**config.mk**
```make
export PLATFORM = sky130hd
export DESIGN_NAME = qnl_energy
export DESIGN_NICKNAME = d
export VERILOG_FILES = /design/src/rtl/qnl_pkg.sv /design/src/rtl/qnl_energy.sv
export SDC_FILE = /design/constraint.sdc
export NUM_CORES = 2
export LEC_CHECK = 0
export BUFFER_PORTS_ARGS = -buffer_cell sky130_fd_sc_hd__buf_2
export CAP_MARGIN = 20
export CORE_MARGIN = 2
export CORE_UTILIZATION = 54
export DETAILED_ROUTE_END_ITERATION = 8
export PLACE_DENSITY = 0.81
export REMOVE_ABC_BUFFERS = 1
export SLEW_MARGIN = 25
export SYNTH_ARGS = -nofsm -noshare
export SYNTH_HDL_FRONTEND = slang
export SYNTH_SLANG_ARGS = --single-unit
export TNS_END_PERCENT = 1
```
**constraint.sdc**
```tcl
create_clock -name clk -period 10.5 [get_ports clk]
set_input_delay 1.05 -clock clk [delete_from_list [all_inputs] [get_ports clk]]
set_output_delay 1.05 -clock clk [all_outputs]
set_load 0.02 [all_outputs]
```
**src/rtl/qnl_pkg.sv**
```systemverilog
// Shared constants, payload types and stage records of the quaternion nlerp unit.
package qnl_pkg;

  localparam int NUM_LANES  = 4;
  localparam int COMP_W     = 16;
  localparam int BLEND_W    = 17;
  localparam int DIFF_W     = COMP_W + 1;
  localparam int PROD_W     = 34;
  localparam int FRAC_SHIFT = 16;
  localparam int ROUND_HALF = 1 << (FRAC_SHIFT - 1);
  localparam int M_W        = 18;
  localparam int SQ_W       = 34;
  localparam int PAIR_W     = SQ_W + 1;
  localparam int S_W        = PAIR_W + 1;
  localparam int QUO_W      = 31;
  localparam int RAD_W      = QUO_W + 1;
  localparam int ROOT_W     = RAD_W / 2;
  localparam int SQ_REM_W   = ROOT_W + 1;

  localparam int BLEND_STAGES  = 3;
  localparam int ENERGY_STAGES = 3;
  localparam int DIV_STAGES    = QUO_W;
  localparam int SQRT_STEPS    = ROOT_W;
  localparam int SQRT_STAGES   = SQRT_STEPS + 1;
  localparam int LATENCY       = BLEND_STAGES + ENERGY_STAGES + DIV_STAGES + SQRT_STAGES;

  localparam logic signed [COMP_W-1:0] ONE_Q14 = 16'sd16384;

  typedef logic signed [COMP_W-1:0] comp_t;
  typedef logic signed [M_W-1:0]    mid_t;

  typedef struct packed {
    comp_t              from_w;
    comp_t              from_x;
    comp_t              from_y;
    comp_t              from_z;
    comp_t              end_w;
    comp_t              end_x;
    comp_t              end_y;
    comp_t              end_z;
    logic [BLEND_W-1:0] blend;
  } req_t;

  typedef struct packed {
    comp_t out_w;
    comp_t out_x;
    comp_t out_y;
    comp_t out_z;
    logic  degenerate;
  } res_t;

  typedef struct packed {
    logic [SQ_W-1:0] sq;
    logic            neg;
  } sq_lane_t;

  typedef struct packed {
    logic [S_W-1:0] s;
    logic           degen;
  } div_ctl_t;

  typedef struct packed {
    logic [S_W-1:0]   rem;
    logic [QUO_W-1:0] quo;
    logic             neg;
  } div_lane_t;

  typedef struct packed {
    logic [QUO_W-1:0] quo;
    logic             neg;
  } ratio_t;

  typedef struct packed {
    logic [RAD_W-1:0]    rad;
    logic [SQ_REM_W-1:0] rem;
    logic [ROOT_W-1:0]   root;
    logic                neg;
  } sqrt_lane_t;

endpackage

```
**src/rtl/qnl_energy.sv**
```systemverilog
// Three-stage squared magnitude of the blended quaternion with zero detection.
module qnl_energy (
  input  logic                clk,
  input  logic                adv,
  input  qnl_pkg::mid_t       mid [qnl_pkg::NUM_LANES],
  output qnl_pkg::sq_lane_t   lane [qnl_pkg::NUM_LANES],
  output qnl_pkg::div_ctl_t   ctl
);
  localparam int NL = qnl_pkg::NUM_LANES;

  logic signed [2*qnl_pkg::M_W-1:0] sq_full [NL];
  logic [qnl_pkg::SQ_W-1:0]         sq1 [NL];
  logic [qnl_pkg::SQ_W-1:0]         sq2 [NL];
  logic [NL-1:0]                    neg1;
  logic [NL-1:0]                    neg2;
  logic [qnl_pkg::PAIR_W-1:0]       pair0;
  logic [qnl_pkg::PAIR_W-1:0]       pair1;

  always_comb begin
    for (int i = 0; i < NL; i++) begin
      sq_full[i] = mid[i] * mid[i];
    end
  end

  always_ff @(posedge clk) begin
    if (adv) begin
      for (int i = 0; i < NL; i++) begin
        sq1[i]       <= sq_full[i][qnl_pkg::SQ_W-1:0];
        neg1[i]      <= mid[i][qnl_pkg::M_W-1];
        sq2[i]       <= sq1[i];
        lane[i].sq   <= sq2[i];
        lane[i].neg  <= neg2[i];
      end
      neg2      <= neg1;
      pair0     <= {1'b0, sq1[0]} + {1'b0, sq1[1]};
      pair1     <= {1'b0, sq1[2]} + {1'b0, sq1[3]};
      ctl.s     <= {1'b0, pair0} + {1'b0, pair1};
      ctl.degen <= (pair0 == '0) && (pair1 == '0);
    end
  end
endmodule

```
==> results.py <==
metrics = {
    "timing": {
        "drv_slew": 0,
        "setup_viol": 0,
        "slew_headroom": 0.353,
        "tightest_slew_ns": 0.970,
        "fmax_mhz": 136,
        "finalCritPeriodShare": 0.701,
        "fin_setup_tns_ns": 0,
        "rsz0062_at_grt": "no",
        "finalHoldViolCount": 0,
        "period_needed_ns": 7.36,
        "final.setup_skew_ns": 0.0625,
        "whs_ns": 0.415,
    },
    "die": {
        "rows": 123,
        "coreArea_mm2": 0.113,
        "start_util": 0.545,
        "io_pins": 251,
        "die_x_um": 341,
        "dieHeight_um": 341,
        "die-area_mm2": 0.116,
    },
    "synth": {
        "synth_commonest_cells": "inv_1 (1,629), fa_1 (1,132), edfxtp_1 (515)",
        "synth_cells": 5703,
        "yosysTopAreaCell": "fa_1",
        "synth_top_area_frac": 0.369,
        "yosysUniqueCellTypes": 83,
        "syn_area_per_cell_um2": 10.8,
        "ys.flop_type": "edfxtp_1",
        "yosysMostFrequentCell": "inv_1",
        "yosysWarnings": 0,
        "ys_seq_area_frac": 0.252,
        "netlist_top_cells_area": "fa_1 (37%), edfxtp_1 (25%), ha_1 (10%), inv_1 (10%), nand2_1 (2.9%)",
        "synth_seq_cells": 515,
        "async_flop_share": 0,
        "netlist_area_mm2": 0.0614,
        "synth_edf_count": 515,
    },
    "setup_path": {
        "cp-end-kind": "flop",
        "cpPeakStageDelay_ns": 0.76,
        "path_class": "primary input to flop",
        "crit_chain": "buf_2, inv_1, nor2_1, fa_1, fa_1, inv_1, fa_1, fa_1, inv_1, fa_1, inv_1, fa_1, inv_1, ha_1, a21oi_1, o22ai_1, o31ai_1, a21oi_1, a2111oi_0, o31ai_1, a21oi_1, xnor2_1",
        "reg2reg_depth": 13,
        "startpoint_type": "primary input",
        "cpMostUsedCell": "fa_1",
        "required_ns": 10.83,
        "regToRegSetupSlack_ns": 6.51,
        "slowest_stage": "a2111oi_0",
        "cp_max_fo": 16,
        "worstPathArrival_ns": 7.69,
    },
    "drt": {
        "drcViolationCount": 0,
        "drtAntennaViolNets": 0,
        "viasPerCell": 5.33,
        "drtPass1Iterations": 7,
        "wl_mm": 141,
        "routedWlPerCell_um": 19.0,
        "initialDrtViolationCount": 2941,
        "num_vias": 39624,
    },
    "grt": {
        "grt_max_degree": 176,
        "gr-usage-all-layers": 0.253,
        "gr-total-overflow": 0,
        "grt_pass1_wl_mm": 227,
        "antenna_found_initial": 10,
        "grt_pass1_vias": 43270,
    },
    "worst_hold_path": {
        "min_path_type": "flop to flop",
        "min_path_cells": 0,
    },
    "layout": {
        "multi_input_area_mm2": 0.0394,
        "area_delta_synth_final_pct": 7.39,
        "drive_gt1_frac": 0.0605,
        "ff_latch_area_mm2": 0.0155,
        "layout.nets": 7603,
        "nFillCells": 9137,
    },
    "clock_tree": {
        "numClockSinks": 515,
        "clk_pin_slew_ns": 0.07,
        "htree_num_levels": 2,
        "cts_buffers": 53,
        "post_cts_resize_count": 0,
        "ctsHoldBuffers": 0,
        "insertion_delay_ns": 0.63,
        "cts_max_path_buffers": 3,
        "cts_tree": "done",
        "postCtsSetupRepairBufs": 0,
        "clockRootBuffer": "clkbuf_16",
    },
    "placed_design": {
        "gp_congestion": 0.935,
        "place_hpwl_mm": 117,
        "portBuffers": 246,
    },
    "run": {
        "maxCapViolations": 0,
    },
    "outcome": {
        "status": "finished clean",
    },
}
[kinds of logic (layout without fill, tap and decap cells)]
group / Yosys count / in the layout / synth area share
buffers and inverters: 1747 / 1978 / 0.107
adders and majority gates: 1636 / 1636 / 0.472
and+or+nand+nor: 1083 / 1083 / 0.0813
DFF: 515 / 515 / 0.252
AOI/OAI and AO/OA: 452 / 452 / 0.0493
xor gates and xnor gates: 261 / 261 / 0.0372
muxes: 8 / 8 / 0.00139
other: 1 / 6 / 0.0000611
[flip-flops by register name, summed over array words and instances (netlist names)]
register and cells:
lane 136, sq1 132, sq2 132, ctl 37, pair0 35, pair1 35
neg1 4, neg2 4
[worst max-delay path, delay by kind of cell]
kind / cells / cell delay, ns
xor+xnor: 1 / 0.08
simple gates: 1 / 0.30
fa+ha+maj: 7 / 3.38
buf+inv: 6 / 0.77
compound gates: 7 / 2.12
[routing by layer]
layer | vias to the layer above | track usage | routed length, µm
li1 | 17740 | - | -
met1 | 20145 | 0.334 | 56200
met2 | 1385 | 0.419 | 68100
met3 | 350 | 0.0344 | 9350
met4 | 4 | 0.112 | 7620
met5 | - | 0 | 24
[cell usage in the layout (no fill, tap or decap), types with 14 or more instances in the layout]
master     instances
inv_1           1629
fa_1            1132
edfxtp_1         515
ha_1             504
nand2_1          473
buf_2            245
nor2_1           217
xnor2_1          197
and2_1           166
a21oi_1          129
a21o_1            67
xor2_1            64
o21ai_0           62
clkbuf_16         53
nor3_1            46
o21a_1            40
nor2b_1           33
nand2b_1          32
nand3_1           30
a31oi_1           20
nor4_1            20
a211oi_1          19
and3_1            17
nand4_1           15
clkbuf_1          14
[layout make-up]
type | count | area share
flip-flops and latches | 515 | 0.235
inverters | 1629 | 0.0927
clock buffers | 67 | 0.0209
diodes | 2 | 0.0000759
repair buffers | 250 | 0.0196
multi-input cells | 3444 | 0.597
clock inverters | 32 | 0.00653
well taps | 1500 | 0.0285
[stage by stage]
stage,utilization,area (µm²),instances,setup WS (ns)
2_1_floorplan,-,61000,5588,3.56
3_3_place_gp,0.569,64100,7338,2.75
3_5_place_dp,0.569,64100,7338,2.55
4_1_cts,0.585,65900,7437,3.17
5_1_grt,0.585,65900,7437,2.78
6_report,0.585,65900,7439,3.14
[worst paths after layout]
kind | startpoint | endpoint
hold / removal | sq2[1][27] | lane[98]
hold reg to reg | sq2[1][27] | lane[98]
setup reg to reg | pair0[0] | ctl[35]
setup / recovery | mid[63] | sq1[0][32]
Power is not shown: default switching activity piles up to over one toggle a cycle in this logic, so the estimate is an artifact.
