==> src/rtl/qnl_pkg.sv <==
// Shared constants, payload types and stage records of the quaternion nlerp unit.
package qnl_pkg;

  localparam int NUM_LANES  = 4;
  localparam int COMP_W     = 16;
  localparam int BLEND_W    = 17;
  localparam int DIFF_W     = COMP_W + 1;
  localparam int PROD_W     = 34;
  localparam int FRAC_SHIFT = 16;
  localparam int ROUND_HALF = 1 << (FRAC_SHIFT - 1);
  localparam int M_W        = 18;
  localparam int SQ_W       = 34;
  localparam int PAIR_W     = SQ_W + 1;
  localparam int S_W        = PAIR_W + 1;
  localparam int QUO_W      = 31;
  localparam int RAD_W      = QUO_W + 1;
  localparam int ROOT_W     = RAD_W / 2;
  localparam int SQ_REM_W   = ROOT_W + 1;

  localparam int BLEND_STAGES  = 3;
  localparam int ENERGY_STAGES = 3;
  localparam int DIV_STAGES    = QUO_W;
  localparam int SQRT_STEPS    = ROOT_W;
  localparam int SQRT_STAGES   = SQRT_STEPS + 1;
  localparam int LATENCY       = BLEND_STAGES + ENERGY_STAGES + DIV_STAGES + SQRT_STAGES;

  localparam logic signed [COMP_W-1:0] ONE_Q14 = 16'sd16384;

  typedef logic signed [COMP_W-1:0] comp_t;
  typedef logic signed [M_W-1:0]    mid_t;

  typedef struct packed {
    comp_t              from_w;
    comp_t              from_x;
    comp_t              from_y;
    comp_t              from_z;
    comp_t              end_w;
    comp_t              end_x;
    comp_t              end_y;
    comp_t              end_z;
    logic [BLEND_W-1:0] blend;
  } req_t;

  typedef struct packed {
    comp_t out_w;
    comp_t out_x;
    comp_t out_y;
    comp_t out_z;
    logic  degenerate;
  } res_t;

  typedef struct packed {
    logic [SQ_W-1:0] sq;
    logic            neg;
  } sq_lane_t;

  typedef struct packed {
    logic [S_W-1:0] s;
    logic           degen;
  } div_ctl_t;

  typedef struct packed {
    logic [S_W-1:0]   rem;
    logic [QUO_W-1:0] quo;
    logic             neg;
  } div_lane_t;

  typedef struct packed {
    logic [QUO_W-1:0] quo;
    logic             neg;
  } ratio_t;

  typedef struct packed {
    logic [RAD_W-1:0]    rad;
    logic [SQ_REM_W-1:0] rem;
    logic [ROOT_W-1:0]   root;
    logic                neg;
  } sqrt_lane_t;

endpackage

==> src/rtl/qnl_isqrt.sv <==
// Integer square root pipeline, one root bit per stage, with final rounding and sign restore.
module qnl_isqrt (
  input  logic                clk,
  input  logic                adv,
  input  qnl_pkg::ratio_t     ratio [qnl_pkg::NUM_LANES],
  input  logic                degen_in,
  output qnl_pkg::res_t       res
);
  localparam int NL = qnl_pkg::NUM_LANES;
  localparam int NS = qnl_pkg::SQRT_STEPS;
  localparam int RW = qnl_pkg::RAD_W;
  localparam int MW = qnl_pkg::SQ_REM_W;
  localparam int TW = qnl_pkg::ROOT_W;

  qnl_pkg::sqrt_lane_t lane_q [NS][NL];
  qnl_pkg::sqrt_lane_t lane_src [NS][NL];
  qnl_pkg::sqrt_lane_t lane_nxt [NS][NL];
  logic [NS-1:0]       degen_q;
  logic [TW:0]         rnd [NL];
  logic [TW-1:0]       half [NL];
  qnl_pkg::comp_t      comp [NL];

  always_comb begin
    logic [MW+1:0] x;
    logic [MW+1:0] trial;
    logic [MW+1:0] rest;
    logic          ge;
    for (int i = 0; i < NL; i++) begin
      lane_src[0][i].rad  = {1'b0, ratio[i].quo};
      lane_src[0][i].rem  = '0;
      lane_src[0][i].root = '0;
      lane_src[0][i].neg  = ratio[i].neg;
    end
    for (int k = 1; k < NS; k++) begin
      lane_src[k] = lane_q[k-1];
    end
    for (int k = 0; k < NS; k++) begin
      for (int i = 0; i < NL; i++) begin
        x     = {lane_src[k][i].rem, lane_src[k][i].rad[RW-1 -: 2]};
        trial = {1'b0, lane_src[k][i].root, 2'b01};
        ge    = x >= trial;
        rest  = x - trial;
        lane_nxt[k][i].rem  = ge ? rest[MW-1:0] : x[MW-1:0];
        lane_nxt[k][i].root = {lane_src[k][i].root[TW-2:0], ge};
        lane_nxt[k][i].rad  = {lane_src[k][i].rad[RW-3:0], 2'b00};
        lane_nxt[k][i].neg  = lane_src[k][i].neg;
      end
    end
  end

  always_comb begin
    for (int i = 0; i < NL; i++) begin
      rnd[i]  = {1'b0, lane_q[NS-1][i].root} + 1'b1;
      half[i] = rnd[i][TW:1];
      comp[i] = lane_q[NS-1][i].neg ? qnl_pkg::comp_t'(-half[i]) : qnl_pkg::comp_t'(half[i]);
    end
  end

  always_ff @(posedge clk) begin
    if (adv) begin
      lane_q  <= lane_nxt;
      degen_q <= {degen_q[NS-2:0], degen_in};
      if (degen_q[NS-1]) begin
        res.out_w <= '0;
        res.out_x <= '0;
        res.out_y <= '0;
        res.out_z <= '0;
      end else begin
        res.out_w <= comp[0];
        res.out_x <= comp[1];
        res.out_y <= comp[2];
        res.out_z <= comp[3];
      end
      res.degenerate <= degen_q[NS-1];
    end
  end
endmodule

==> config.mk <==
export PLATFORM = sky130hd
export DESIGN_NAME = qnl_isqrt
export DESIGN_NICKNAME = d
export VERILOG_FILES = /design/src/rtl/qnl_pkg.sv /design/src/rtl/qnl_isqrt.sv
export SDC_FILE = /design/constraint.sdc
export NUM_CORES = 2
export LEC_CHECK = 0
export BUFFER_PORTS_ARGS = -buffer_cell sky130_fd_sc_hd__buf_2
export CAP_MARGIN = 15
export CORE_MARGIN = 5
export CORE_UTILIZATION = 60
export CTS_CLUSTER_SIZE = 28
export DETAILED_ROUTE_END_ITERATION = 7
export GPL_ROUTABILITY_DRIVEN = 0
export PLACE_DENSITY_LB_ADDON = 0.05
export REMOVE_ABC_BUFFERS = 1
export SYNTH_ARGS = -nofsm -noshare
export SYNTH_HDL_FRONTEND = slang
export SYNTH_SLANG_ARGS = --single-unit
==> constraint.sdc <==
create_clock -name clk -period 8.5 [get_ports clk]
set_input_delay 1.7 -clock clk [delete_from_list [all_inputs] [get_ports clk]]
set_output_delay 1.7 -clock clk [all_outputs]
set_load 0.01 [all_outputs]
==> reports/metrics.cfg <==
[setup_path]
critPathBufInv = 1
r2r_slack_ns = 4.79
endpoint_kind = flip-flop
critPathRequiredTime_ns = 9.13
crit_fanout = 17
startpoint_type = flip-flop
cp_top_family = compound AO/OA/AOI/OAI gates
path_cells = ha_1, o21a_1, o21ai_0, a21oi_1, o21bai_1, a21oi_1, nor2b_1, clkinv_1, mux2_2
critPathKind = flip-flop to flip-flop
arrival_ns = 4.34
cp_slowest_cell = nor2b_1
critPathMaxStageDelay_ns = 0.67
crit_top_cell = a21oi_1

[synth]
synthCells = 8869
async_reset_ff_frac = 0
synth_edf_count = 2577
synth_seq_area_share = 0.6547
synthesis.area_um2 = 118200
avgSynthCellArea_um2 = 13.33
synth_seq_cells = 2577
ys_types = 105
synth_warnings = 0
ys.flop_type = edfxtp_1

[drt]
dr.first_iter.drc_count = 3996
ant_nets = 0
vias = 66080
drc = 0
via_per_inst = 5.471
routed_wl_um = 186700
wire_per_inst_um = 15.46
dr.pass1.iters = 6

[clock_tree]
ctsHoldBuffers = 0
htree_num_levels = 5
clockBufferDepth = 4
path_clk_slew_ns = 0.06
cts_root_buffer = clkbuf_16
cts_tree = done
cts_resized = 0
clkLatencyLatePin_ns = 0.91
post_cts_buffers = 0
cts_made_buffers = 285
cts.sinks = 2577

[layout]
register_area_um2 = 77380
multiInputGateArea_um2 = 37370
drive_gt1_frac = 0.08595
postLayoutCoreUtil = 0.6668
n_fill_cell = 13810
layout.nets = 9988
area_delta_synth_final_pct = 10.92

[floorplan]
die_h_um = 453.8
num_rows = 163
coreArea_um2 = 196600
die-area_um2 = 206000
ioPinCount = 196
initial_core_util = 0.6012
die_w_um = 453.8

[global_routing]
grt_pass1_vias = 65500
grt_max_degree = 207
antenna_found_initial = 2
grt_usage = 0.1812
grt_pass1_wl_um = 313000
overflow = 0

[sta]
rsz0062_at_grt = no
slew_headroom = 0.2910
post-route-period-util = 0.4367
tns_ns = 0
max_freq_mhz = 269.4
hold_viol = 0
fin_skew_ns = 0.04361
setup_viol = 0
tightest_slew_ns = 1.064
period_needed_ns = 3.712
drv_slew = 0

[pwr]
leakagePower_nw = 50.61
power.density_nw_per_um2 = 247.7
vdd.ir_drop.worst_uv = 212.9
total_power_mw = 32.48

[job]
cap_violations = 0

[hold_path]
min_path_type = flip-flop to flip-flop

[status]
status = complete, no violations

[placement]
hpwl_um = 130200
port_buffers = 195

[cells in the final DEF, fill, tap and decap left out, types with 31 or more instances in the layout]
cell / count
edfxtp_1: 2577
inv_1: 727
nor2_1: 622
ha_1: 612
nand2_1: 571
a21oi_1: 460
o21ai_0: 412
xnor2_1: 411
xor2_1: 349
clkbuf_16: 291
nor3_1: 200
buf_2: 194
a21o_1: 172
o21a_1: 137
nand3_1: 125
nand2b_1: 120
mux2_2: 108
nor4_1: 104
or3_1: 97
nor2b_1: 92
nand4_1: 89
and3_1: 57
clkinv_1: 56
clkbuf_1: 50
o31ai_1: 49
mux2i_1: 45
o21bai_1: 40
a31oi_1: 36
a211oi_1: 36
clkinv_2: 33
buf_4: 32
or4_1: 31
[power by group]
group	internal [mW]	leakage (nW)	total, mW	switching, mW
sequential	15.7	24.7	16.4	0.736
combinational	2.00	21.6	4.49	2.49
clock	6.99	4.28	11.6	4.57
[synth_stat cells (14+ instances only)]
| cell | number | area share |
|---|---|---|
| edfxtp_1 | 2577 | 0.65 |
| inv_1 | 727 | 0.023 |
| nor2_1 | 622 | 0.020 |
| ha_1 | 612 | 0.065 |
| nand2_1 | 571 | 0.018 |
| a21oi_1 | 460 | 0.019 |
| o21ai_0 | 412 | 0.017 |
| xnor2_1 | 411 | 0.030 |
| xor2_1 | 349 | 0.026 |
| nor3_1 | 200 | 0.0085 |
| a21o_1 | 172 | 0.011 |
| o21a_1 | 137 | 0.0087 |
| nand3_1 | 125 | 0.0053 |
| nand2b_1 | 120 | 0.0064 |
| mux2_2 | 108 | 0.010 |
| nor4_1 | 104 | 0.0055 |
| or3_1 | 97 | 0.0051 |
| nor2b_1 | 92 | 0.0049 |
| nand4_1 | 89 | 0.0047 |
| clkbuf_1 | 80 | 0.0025 |
| and3_1 | 57 | 0.0030 |
| o31ai_1 | 49 | 0.0031 |
| buf_2 | 45 | 0.0019 |
| mux2i_1 | 45 | 0.0038 |
| o21bai_1 | 40 | 0.0025 |
| a211oi_1 | 37 | 0.0024 |
| a31oi_1 | 36 | 0.0019 |
| or4_1 | 31 | 0.0020 |
| or2_2 | 25 | 0.0013 |
| and2_1 | 22 | 0.0012 |
| a21boi_0 | 20 | 0.0013 |
| a2111oi_0 | 19 | 0.0014 |
| o22ai_1 | 19 | 0.0010 |
| o31a_1 | 18 | 0.0013 |
| and4_1 | 17 | 0.0013 |
| o21ai_1 | 17 | 0.00072 |
| nand3b_1 | 16 | 0.0010 |
| a22o_1 | 15 | 0.0011 |
| a211o_1 | 14 | 0.0010 |
| buf_4 | 14 | 0.00089 |
| o211ai_1 | 14 | 0.00089 |
[registers in the layout, summed over array words and instances, names as in the netlist]
| signal | flops |
|---|---|
| lane_nxt | 1380 |
| res | 65 |
| degen_q | 16 |
| lane_q | 1116 |
[path summary, 6_finish.rpt]
kind	start	to	cells past startpoint
worst min-delay path	lane_nxt[3678]	lane_nxt[3416]	0
worst min register to register	lane_nxt[3678]	lane_nxt[3416]	0
worst max register to register	lane_q[1403]	lane_q[1148]	9
worst max-delay path	lane_q[1403]	lane_q[1148]	9
[layout make-up]
cell class / count / area share
flip-flops and latches: 2577 / 0.5903
multi-input cells: 5411 / 0.2851
clock buffers: 341 / 0.05698
well taps: 2640 / 0.02520
inverters: 730 / 0.02090
repair buffers: 240 / 0.01138
clock inverters: 137 / 0.01018
diodes: 1 / 0.00001909
[per-stage QoR]
stage	hold WS [ns]	setup WS, ns	cell area (µm²)	std cells
after floorplan	0.4003	4.830	117500	8718
after global placement	0.4003	4.453	122300	11600
after detailed placement	0.4045	4.401	122300	11600
after CTS	0.3932	4.827	131100	12080
after global routing	0.4075	4.608	131100	12080
final	0.3951	4.788	131100	12080
[layer usage]
metal,global-route usage,part of all wire,up-vias
met4,0.06587,0.032,0
met3,0.03180,0.042,433
met1,0.2378,0.44,30920
met5,0,0,-
met2,0.3063,0.49,1312
li1,-,-,33410
[kinds of logic (layout without fill, tap and decap cells)]
kind of cell	count (synthesis)	after routing	share of synthesized area
and+or+nand+nor	2270	2270	0.09443
adders and majority gates	612	612	0.06479
other	1	5	0.00003173
buffers and inverters	884	1448	0.02920
muxes	155	155	0.01429
xor gates and xnor gates	760	760	0.05632
DFF	2577	2577	0.6547
AOI/OAI and AO/OA	1610	1610	0.08619
Power figures use the tool's default switching activity.
